<file path="src/hdl/aabb_pkg.sv">
// Shared constants and types for the bounding box and sphere accumulator.
package aabb_pkg;

  // Default coordinate width in bits (signed fixed point).
  localparam int COORD_BITS_DEF = 24;

  // Number of closed boxes that can wait between the front and back ends.
  localparam int QUEUE_DEPTH = 2;

  // Status of the box queue as seen by its producer and consumer.
  typedef struct packed {
    logic full;
    logic empty;
  } q_stat_t;

endpackage

</file>
<file path="src/hdl/aabb_front.sv">
// Front end: accepts items and keeps the running per-axis minima and maxima.
module aabb_front #(
  parameter int COORD_BITS = aabb_pkg::COORD_BITS_DEF
) (
  input  logic                         clk,
  input  logic                         rst,
  input  logic                         accept,
  input  logic                         action,
  input  logic signed [COORD_BITS-1:0] lo [3],
  input  logic signed [COORD_BITS-1:0] hi [3],
  input  logic                         last_item,
  output logic                         q_push,
  output logic [6*COORD_BITS-1:0]      q_wdata
);

  logic signed [COORD_BITS-1:0] run_min [3];
  logic signed [COORD_BITS-1:0] run_max [3];
  logic signed [COORD_BITS-1:0] min_next [3];
  logic signed [COORD_BITS-1:0] max_next [3];
  logic signed [COORD_BITS-1:0] hi_eff [3];
  logic                         run_open;

  // A vertex supplies the same point for both corners; the first item of a
  // run loads the extremes, later items widen them.
  always_comb begin
    for (int a = 0; a < 3; a++) begin
      hi_eff[a]   = action ? hi[a] : lo[a];
      min_next[a] = (!run_open || (lo[a] < run_min[a])) ? lo[a] : run_min[a];
      max_next[a] = (!run_open || (hi_eff[a] > run_max[a])) ? hi_eff[a] : run_max[a];
    end
  end

  // The closing item hands the finished box to the queue.
  assign q_push = accept && last_item;

  always_comb begin
    for (int a = 0; a < 3; a++) begin
      q_wdata[a*COORD_BITS +: COORD_BITS]     = min_next[a];
      q_wdata[(a+3)*COORD_BITS +: COORD_BITS] = max_next[a];
    end
  end

  // Running extremes and the run-open flag.
  always_ff @(posedge clk) begin
    if (rst) begin
      run_open <= 1'b0;
    end else if (accept) begin
      run_open <= !last_item;
    end
    if (accept) begin
      for (int a = 0; a < 3; a++) begin
        run_min[a] <= min_next[a];
        run_max[a] <= max_next[a];
      end
    end
  end

endmodule

</file>
<file path="src/hdl/aabb_queue.sv">
// Short register queue that holds closed boxes between front and back ends.
module aabb_queue #(
  parameter int WIDTH = 6 * aabb_pkg::COORD_BITS_DEF,
  parameter int DEPTH = aabb_pkg::QUEUE_DEPTH
) (
  input  logic                  clk,
  input  logic                  rst,
  input  logic                  push,
  input  logic [WIDTH-1:0]      wdata,
  input  logic                  pop,
  output logic [WIDTH-1:0]      rdata,
  output aabb_pkg::q_stat_t     stat
);

  localparam int PTR_W = (DEPTH > 1) ? $clog2(DEPTH) : 1;
  localparam int CNT_W = $clog2(DEPTH + 1);

  logic [WIDTH-1:0] entries [DEPTH];
  logic [PTR_W-1:0] wr_ptr;
  logic [PTR_W-1:0] rd_ptr;
  logic [CNT_W-1:0] count;
  logic             do_push;
  logic             do_pop;

  assign stat.full  = (count == CNT_W'(DEPTH));
  assign stat.empty = (count == '0);
  assign do_push    = push && !stat.full;
  assign do_pop     = pop && !stat.empty;
  assign rdata      = entries[rd_ptr];

  // Pointers wrap at the queue depth; the count tracks occupancy.
  always_ff @(posedge clk) begin
    if (rst) begin
      wr_ptr <= '0;
      rd_ptr <= '0;
      count  <= '0;
    end else begin
      if (do_push) begin
        wr_ptr <= (wr_ptr == PTR_W'(DEPTH - 1)) ? '0 : wr_ptr + 1'b1;
      end
      if (do_pop) begin
        rd_ptr <= (rd_ptr == PTR_W'(DEPTH - 1)) ? '0 : rd_ptr + 1'b1;
      end
      if (do_push && !do_pop) begin
        count <= count + 1'b1;
      end else if (do_pop && !do_push) begin
        count <= count - 1'b1;
      end
    end
    if (do_push) begin
      entries[wr_ptr] <= wdata;
    end
  end

endmodule

</file>
<file path="src/hdl/aabb_back.sv">
// Back end: center, squared diagonal and bit-serial square root per box.
module aabb_back #(
  parameter int COORD_BITS = aabb_pkg::COORD_BITS_DEF
) (
  input  logic                         clk,
  input  logic                         rst,
  input  aabb_pkg::q_stat_t            q_stat,
  input  logic [6*COORD_BITS-1:0]      q_rdata,
  output logic                         q_pop,
  input  logic                         out_pop,
  output logic                         out_valid,
  output logic signed [COORD_BITS-1:0] res_min [3],
  output logic signed [COORD_BITS-1:0] res_max [3],
  output logic signed [COORD_BITS-1:0] res_mid [3],
  output logic [COORD_BITS-1:0]        res_radius
);

  localparam int SW   = 2 * COORD_BITS + 2;  // sum of three squares
  localparam int RTW  = COORD_BITS + 1;      // square root of that sum
  localparam int RW   = RTW + 2;             // partial remainder
  localparam int IT_W = $clog2(RTW);

  typedef enum logic [1:0] {
    ST_IDLE,
    ST_SQUARE,
    ST_ROOT,
    ST_FINISH
  } state_t;

  state_t                       state;
  logic signed [COORD_BITS-1:0] box_min [3];
  logic signed [COORD_BITS-1:0] box_max [3];
  logic signed [COORD_BITS-1:0] box_mid [3];
  logic [COORD_BITS-1:0]        span [3];
  logic signed [COORD_BITS-1:0] in_min [3];
  logic signed [COORD_BITS-1:0] in_max [3];
  logic signed [COORD_BITS:0]   in_diff [3];
  logic signed [COORD_BITS:0]   in_sum [3];
  logic [COORD_BITS:0]          in_abs [3];
  logic [1:0]                   step;
  logic [COORD_BITS-1:0]        mul_op;
  logic [2*COORD_BITS-1:0]      sq;
  logic [SW-1:0]                prod;
  logic [SW-1:0]                acc;
  logic [IT_W-1:0]              iter;
  logic [RTW-1:0]               root;
  logic [RW-1:0]                rem;
  logic [RW-1:0]                rem_sh;
  logic [RW-1:0]                trial;
  logic                         take;

  // Unpack the queued box; the span per axis is the absolute difference,
  // which always fits the coordinate width as an unsigned value.
  always_comb begin
    for (int a = 0; a < 3; a++) begin
      in_min[a]  = q_rdata[a*COORD_BITS +: COORD_BITS];
      in_max[a]  = q_rdata[(a+3)*COORD_BITS +: COORD_BITS];
      in_diff[a] = {in_max[a][COORD_BITS-1], in_max[a]} - {in_min[a][COORD_BITS-1], in_min[a]};
      in_sum[a]  = {in_max[a][COORD_BITS-1], in_max[a]} + {in_min[a][COORD_BITS-1], in_min[a]};
      in_abs[a]  = in_diff[a][COORD_BITS] ? -in_diff[a] : in_diff[a];
    end
  end

  assign q_pop = (state == ST_IDLE) && !q_stat.empty;

  // One shared multiplier squares the three spans in turn.
  always_comb begin
    case (step)
      2'd0:    mul_op = span[0];
      2'd1:    mul_op = span[1];
      default: mul_op = span[2];
    endcase
  end
  assign sq = mul_op * mul_op;

  // Digit-by-digit square root: two radicand bits enter each cycle.
  assign rem_sh = {rem[RW-3:0], acc[SW-1:SW-2]};
  assign trial  = {root, 2'b01};

  // The result register may be refilled when it is empty or being taken.
  assign take = !out_valid || out_pop;

  always_ff @(posedge clk) begin
    if (rst) begin
      state     <= ST_IDLE;
      out_valid <= 1'b0;
    end else begin
      // The result is flagged when the finished box loads and cleared when taken.
      out_valid <= (state == ST_FINISH) || (out_valid && !out_pop);
      unique case (state)
        ST_IDLE: begin
          if (!q_stat.empty) begin
            for (int a = 0; a < 3; a++) begin
              box_min[a] <= in_min[a];
              box_max[a] <= in_max[a];
              box_mid[a] <= in_sum[a][COORD_BITS:1];
              span[a]    <= in_abs[a][COORD_BITS-1:0];
            end
            step  <= 2'd0;
            acc   <= '0;
            state <= ST_SQUARE;
          end
        end
        ST_SQUARE: begin
          prod <= {2'b00, sq};
          if (step != 2'd0) begin
            acc <= acc + prod;
          end
          step <= step + 2'd1;
          if (step == 2'd3) begin
            rem   <= '0;
            root  <= '0;
            iter  <= '0;
            state <= ST_ROOT;
          end
        end
        ST_ROOT: begin
          acc <= {acc[SW-3:0], 2'b00};
          if (rem_sh >= trial) begin
            rem  <= rem_sh - trial;
            root <= {root[RTW-2:0], 1'b1};
          end else begin
            rem  <= rem_sh;
            root <= {root[RTW-2:0], 1'b0};
          end
          iter <= iter + 1'b1;
          if (iter == IT_W'(RTW - 1)) begin
            state <= ST_FINISH;
          end
        end
        ST_FINISH: begin
          if (take) begin
            res_min    <= box_min;
            res_max    <= box_max;
            res_mid    <= box_mid;
            res_radius <= root[RTW-1:1];
            state      <= ST_IDLE;
          end
        end
        default: state <= ST_IDLE;
      endcase
    end
  end

endmodule

</file>
<file path="src/hdl/aabb_sphere_accumulator_core.sv">
// Top level of the bounding box and bounding sphere accumulator.
//
// Items enter through a queue-style port: a transaction completes when push
// is high and full is low. Each item is a vertex (action low) or a box to
// merge (action high); the item with last_item high closes the run.
// Results leave through a queue-style port: while empty is low the ports
// show the oldest result, and a transaction completes when pop is high.
// Items that do not close a run are taken one per cycle while full is low,
// with no result. A closing item's box is dequeued by the back end, which
// squares and sums the spans on one shared multiplier, takes the square root
// (one result bit a cycle) and then loads the output register. Up to two
// closed boxes wait in the queue, so a new run may be accumulated meanwhile;
// the back end works on one box at a time and dequeues the next only after
// the result of the last has been loaded.
// A receiver that stalls holds the result in place; the back end then waits
// and full rises once the queue fills. Reset empties queue and output and
// marks no run as open; it takes effect at the next clock edge.
module aabb_sphere_accumulator_core #(
  parameter int COORD_BITS = aabb_pkg::COORD_BITS_DEF
) (
  input  logic                         clk,
  input  logic                         rst,
  input  logic                         push,
  output logic                         full,
  input  logic                         action,
  input  logic signed [COORD_BITS-1:0] lo_x,
  input  logic signed [COORD_BITS-1:0] lo_y,
  input  logic signed [COORD_BITS-1:0] lo_z,
  input  logic signed [COORD_BITS-1:0] hi_x,
  input  logic signed [COORD_BITS-1:0] hi_y,
  input  logic signed [COORD_BITS-1:0] hi_z,
  input  logic                         last_item,
  output logic                         empty,
  input  logic                         pop,
  output logic signed [COORD_BITS-1:0] min_x,
  output logic signed [COORD_BITS-1:0] min_y,
  output logic signed [COORD_BITS-1:0] min_z,
  output logic signed [COORD_BITS-1:0] max_x,
  output logic signed [COORD_BITS-1:0] max_y,
  output logic signed [COORD_BITS-1:0] max_z,
  output logic signed [COORD_BITS-1:0] mid_x,
  output logic signed [COORD_BITS-1:0] mid_y,
  output logic signed [COORD_BITS-1:0] mid_z,
  output logic [COORD_BITS-1:0]        radius
);

  localparam int BOX_W = 6 * COORD_BITS;

  logic signed [COORD_BITS-1:0] lo [3];
  logic signed [COORD_BITS-1:0] hi [3];
  logic signed [COORD_BITS-1:0] res_min [3];
  logic signed [COORD_BITS-1:0] res_max [3];
  logic signed [COORD_BITS-1:0] res_mid [3];
  logic                         accept;
  logic                         q_push;
  logic                         q_pop;
  logic [BOX_W-1:0]             q_wdata;
  logic [BOX_W-1:0]             q_rdata;
  aabb_pkg::q_stat_t            q_stat;
  logic                         out_valid;

  assign lo[0] = lo_x;
  assign lo[1] = lo_y;
  assign lo[2] = lo_z;
  assign hi[0] = hi_x;
  assign hi[1] = hi_y;
  assign hi[2] = hi_z;

  // Any item may need a queue slot, so input is held off while it is full.
  assign full   = q_stat.full;
  assign accept = push && !full;

  aabb_front #(
    .COORD_BITS (COORD_BITS)
  ) u_front (
    .clk       (clk),
    .rst       (rst),
    .accept    (accept),
    .action    (action),
    .lo        (lo),
    .hi        (hi),
    .last_item (last_item),
    .q_push    (q_push),
    .q_wdata   (q_wdata)
  );

  aabb_queue #(
    .WIDTH (BOX_W),
    .DEPTH (aabb_pkg::QUEUE_DEPTH)
  ) u_queue (
    .clk   (clk),
    .rst   (rst),
    .push  (q_push),
    .wdata (q_wdata),
    .pop   (q_pop),
    .rdata (q_rdata),
    .stat  (q_stat)
  );

  aabb_back #(
    .COORD_BITS (COORD_BITS)
  ) u_back (
    .clk        (clk),
    .rst        (rst),
    .q_stat     (q_stat),
    .q_rdata    (q_rdata),
    .q_pop      (q_pop),
    .out_pop    (pop),
    .out_valid  (out_valid),
    .res_min    (res_min),
    .res_max    (res_max),
    .res_mid    (res_mid),
    .res_radius (radius)
  );

  // Result ports.
  assign empty = !out_valid;
  assign min_x = res_min[0];
  assign min_y = res_min[1];
  assign min_z = res_min[2];
  assign max_x = res_max[0];
  assign max_y = res_max[1];
  assign max_z = res_max[2];
  assign mid_x = res_mid[0];
  assign mid_y = res_mid[1];
  assign mid_z = res_mid[2];

  // Reset leaves no result pending.
  a_reset_empty: assert property (@(posedge clk) rst |=> empty)
    else $error("result pending right after reset");

  // A closing item is never offered to a full queue.
  a_no_overflow: assert property (@(posedge clk) disable iff (rst)
    !(q_push && q_stat.full))
    else $error("closed box pushed into a full queue");

  // The center of a well-formed box lies within its corners.
  a_mid_inside: assert property (@(posedge clk) disable iff (rst)
    (!empty && (min_x <= max_x)) |-> ((mid_x >= min_x) && (mid_x <= max_x)))
    else $error("center x outside the box");

endmodule

</file>
<file path="config.mk">
export PLATFORM = sky130hd
export DESIGN_NAME = aabb_sphere_accumulator_core
export DESIGN_NICKNAME = d
export VERILOG_FILES = /design/src/hdl/aabb_pkg.sv /design/src/hdl/aabb_front.sv /design/src/hdl/aabb_queue.sv /design/src/hdl/aabb_back.sv /design/src/hdl/aabb_sphere_accumulator_core.sv
export SDC_FILE = /design/constraint.sdc
export NUM_CORES = 2
export LEC_CHECK = 0
export ABC_CLOCK_PERIOD_IN_PS = 23000
export BUFFER_PORTS_ARGS = -buffer_cell sky130_fd_sc_hd__buf_2
export CAP_MARGIN = 20
export CELL_PAD_IN_SITES_DETAIL_PLACEMENT = 1
export CELL_PAD_IN_SITES_GLOBAL_PLACEMENT = 1
export CORE_AREA = 2 2 632 383
export CTS_CLUSTER_SIZE = 24
export DETAILED_ROUTE_END_ITERATION = 6
export DIE_AREA = 0 0 634 385
export PLACE_DENSITY = 0.54
export SLEW_MARGIN = 0
export SYNTH_ARGS = -nofsm -noshare
export SYNTH_HDL_FRONTEND = slang
export SYNTH_SLANG_ARGS = --single-unit
</file>
<file path="constraint.sdc">
create_clock -name clk -period 23 [get_ports clk]
set_input_delay 2.3 -clock clk [delete_from_list [all_inputs] [get_ports clk]]
set_output_delay 2.3 -clock clk [all_outputs]
set_load 0.05 [all_outputs]
</file>
==> qor_table.md <==
| Group | Parameter | This run |
|---|---|---|
| outcome | Run status | finished, final reports clean |
| die | Site Rows | 139 |
| setup path | Type of the setup path with the least slack | reg -> reg |
| job | Number of violations of the max-capacitance limit | 0 |
| routing | Post-route antenna net violation count | 0 |
| timing | Fin Setup TNS | 0 ps |
| global route | Global-route wire length before repair | 328000 um |
| final layout | Net count reported at finish | 7411 |
| synthesis | Synthesized instance count | 5887 |
| synthesis | Synthesized Nets | 7011 |
| cts | Buffers inserted by post-CTS timing repair | 0 |
| routing | First-pass iteration count of the detailed router | 5 |
| timing | Final slew viol count | 0 |
| routing | Final routed wire length divided by cell count | 23.3 um |
| timing | Worst-case clock skew | 52.4 ps |
| cts | Clock slew seen by the registers of the worst setup and hold paths | 70 ps |
| routing | Drt via density | 4.82 |
| synthesis | Number of enable flip-flop cells after synthesis | 1114 |
| cts | H-tree depth | 3 |
| global route | Largest net degree at the start of global routing | 99 |
| routing | Number of vias in the routed layout | 46000 |
| global route | GRT Residual Overflow | 0 |
| timing | Final Cycle Share | 50.6% |
| final layout | Layout cells sized above 1 | 15.4% |
| global route | Via count of the first global-routing pass | 48600 |
| timing | Worst-margin pin slew | 1150 ps |
| setup path | Endpoint class of the critical path | register |
| die | Core outline area | 0.238 mm2 |
| die | Die extent in y | 385 um |
| synthesis | Avg Inst Size Synth | 12.1 um2 |
| routing | Drt first-iter violations | 3107 |
| synthesis | Distinct cell type count of the synthesized netlist | 89 |
| min path | Worst hold-check path type | reg -> reg |
| timing | Hold violation count in the final report | 0 |
| die | Full die area | 0.244 mm2 |
| cts | Clock tree from TritonCTS | done |
| setup path | Kind of cell adding the most delay to the critical path | adder cells |
| synthesis | Post-synthesis sequential area ratio | 47.3% |
| synthesis | Warning count from the yosys run | 0 |
| setup path | Crit start category | register |
| die | Starting utilization of the core area | 29.9% |
| timing | Max Clk Rate | 85.9 MHz |
| setup path | Maximum cell stage delay along the critical path | 860 ps |
| final layout | Layout overhead on the synthesized area | 13.7% |
| routing | Residual DRC count | 0 |
| setup path | Required time worst endpoint | 23480 ps |
| setup path | Cell type of the slowest stage on the worst timing path | ha_1 |
| cts | Insertion delay to the later sink of the worst-skew pair | 760 ps |
| synthesis | Area of the mapped netlist | 0.0712 mm2 |
| timing | Shortest clock period the worst path allows after layout | 11640 ps |
| place | Number of I/O port buffers | 391 |
| cts | CTS hold repair buffers | 0 |
| setup path | Crit path buffers/inverters | 8 |
| cts | Count of cells resized by post-cts repair | 0 |
| setup path | Largest fanout on the critical path | 29 |
| place | RePlAce Congestion | 0.849 |
| synthesis | Async SR Flop Fraction | 0% |
| cts | Total clock sinks | 1123 |
| global route | Total global-route track usage | 18.1% |
| cts | CTS buffer count | 112 |
| timing | Worst slew margin relative to its limit | 22.3% |
| timing | Unrepaired setup endpoints after global routing | no |
| synthesis | Synthesized flop and latch total | 1123 |
| cts | Library cell used as clock root buffer | clkbuf_16 |
| cts | Max clock buf depth | 3 |
| setup path | Arrival time at the worst endpoint | 12130 ps |
| timing | Final setup vio count | 0 |
| synthesis | Flip-flop cell with the highest count after synthesis | edfxtp_1 |
| die | Die width | 634 um |
| place | Placed wire-length estimate after detailed placement | 172000 um |
| global route | Antenna violations before repair | 12 |
| routing | Total Routed Length | 222000 um |
| die | Count of boundary I/O pins | 392 |
==> through the flow <==
step	utilization [%]	std cells	setup WS (ps)	hold slack [ps]	area [um2]
after global routing	34.0	9554	10530	423	80900
after floorplan	-	5887	2090	400	71200
after global placement	32.4	9343	11830	403	77100
after CTS	34.0	9550	11510	414	80900
after detailed placement	32.4	9343	11530	405	77100
final	34.0	9555	11360	405	80900
==> registers in the layout (all words and copies together) (netlist names), 50 cells and up, named ones only <==
name and count:
u_back.res_mid 72, u_back.span 72, u_back.acc 50, u_back.box_max 72, u_front.run_max 72, u_back.res_max 72, u_back.res_min 72, u_back.box_min 72
u_queue.entries 288, u_front.run_min 72, u_back.box_mid 72
==> placed cells by master (no fill, tap or decap), types with 28 or more instances in the layout <==
cell type	netlist	routed
a21o_1	156	156
a21oi_1	290	288
a22o_1	28	28
a31oi_1	39	37
and3_1	29	29
buf_2	17	390
buf_4	1	67
clkbuf_16	0	113
edfxtp_1	1114	1114
fa_1	432	432
ha_1	542	541
inv_1	939	939
mux2_2	281	281
mux2i_1	104	104
nand2_1	287	287
nand2b_1	54	54
nand3_1	50	50
nand4_1	43	43
nor2_1	374	370
nor2b_1	65	64
nor3_1	53	53
o21a_1	32	32
o21ai_0	138	138
o21bai_1	41	41
xnor2_1	187	187
xor2_1	116	116
==> routing by layer <==
layer  part of all wire (%)  global-route usage, %  up-vias
li1                       -                      -    21100
met1                     52                   28.2    23700
met2                     41                   26.2      989
met3                    5.5                   3.48      200
met4                    1.5                   2.91        6
met5                  0.014                      0        -
==> synth_stat cells (7+ instances only) <==
| cell | instances | share of area [%] |
|---|---|---|
| a31oi_1 | 39 | 0.34 |
| ha_1 | 542 | 9.5 |
| xnor2_1 | 187 | 2.3 |
| nand3_1 | 50 | 0.35 |
| a211oi_1 | 20 | 0.21 |
| nor2b_1 | 65 | 0.57 |
| xor2_1 | 116 | 1.4 |
| a31o_2 | 9 | 0.11 |
| o211ai_1 | 24 | 0.25 |
| inv_1 | 939 | 5.0 |
| o31ai_1 | 19 | 0.20 |
| buf_1 | 13 | 0.069 |
| mux2_2 | 281 | 4.4 |
| nand4_1 | 43 | 0.38 |
| a2111oi_0 | 14 | 0.17 |
| a22oi_1 | 21 | 0.22 |
| nand2_1 | 287 | 1.5 |
| and3_1 | 29 | 0.25 |
| mux2i_1 | 104 | 1.5 |
| nor4_1 | 11 | 0.097 |
| a21o_1 | 156 | 1.6 |
| nor2_1 | 374 | 2.0 |
| or3_1 | 11 | 0.097 |
| nor3b_1 | 8 | 0.084 |
| edfxtp_1 | 1114 | 47 |
| a21oi_1 | 290 | 2.0 |
| a41oi_1 | 7 | 0.086 |
| o21ai_0 | 138 | 0.97 |
| buf_2 | 17 | 0.12 |
| a22o_1 | 28 | 0.34 |
| o21bai_1 | 41 | 0.43 |
| or2_2 | 17 | 0.15 |
| dfxtp_1 | 9 | 0.25 |
| nor3_1 | 53 | 0.37 |
| clkbuf_1 | 143 | 0.75 |
| or4_1 | 9 | 0.095 |
| and2_1 | 22 | 0.19 |
| nand2b_1 | 54 | 0.47 |
| o21a_1 | 32 | 0.34 |
| a211o_1 | 10 | 0.12 |
| fa_1 | 432 | 12 |
==> final timing paths <==
| path | from | to | slack (ps) | depth (start not counted) |
|---|---|---|---|---|
| min | u_back.box_mid[31] | u_back.res_mid[31] | 410 | 0 |
| max | u_back.step[0] | u_back.prod[47] | 11360 | 32 |
| min reg2reg | u_back.box_mid[31] | u_back.res_mid[31] | 410 | 0 |
| max reg2reg | u_back.step[0] | u_back.prod[47] | 11360 | 32 |
==> layout make-up <==
type / count / area (um2)
tap: 3172 / 3970
sequential: 1123 / 33600
inverter: 944 / 3540
clock buffer: 131 / 2900
clock inverter: 76 / 887
fill: 25900 / 157000
timing repair buffer: 460 / 2510
antenna: 3 / 7.51
multi-input combinational: 3646 / 33500
==> cell families (layout without fill, tap and decap cells) <==
group | Yosys count | count (layout) | synth area share, %
AO/OA/AOI/OAI | 920 | 920 | 8.44
XOR/XNOR | 304 | 304 | 3.75
adder cells (fa/ha/maj) | 974 | 974 | 21.7
buffers and inverters | 1118 | 1611 | 5.93
flip-flops | 1123 | 1123 | 47.3
multiplexers | 388 | 388 | 5.96
other | 0 | 3 | 0
AND/OR/NAND/NOR | 1060 | 1060 | 6.98
Power is left out: the tool's default activity adds up to more than one toggle a clock period on the data nets, which glitch-free logic cannot reach.
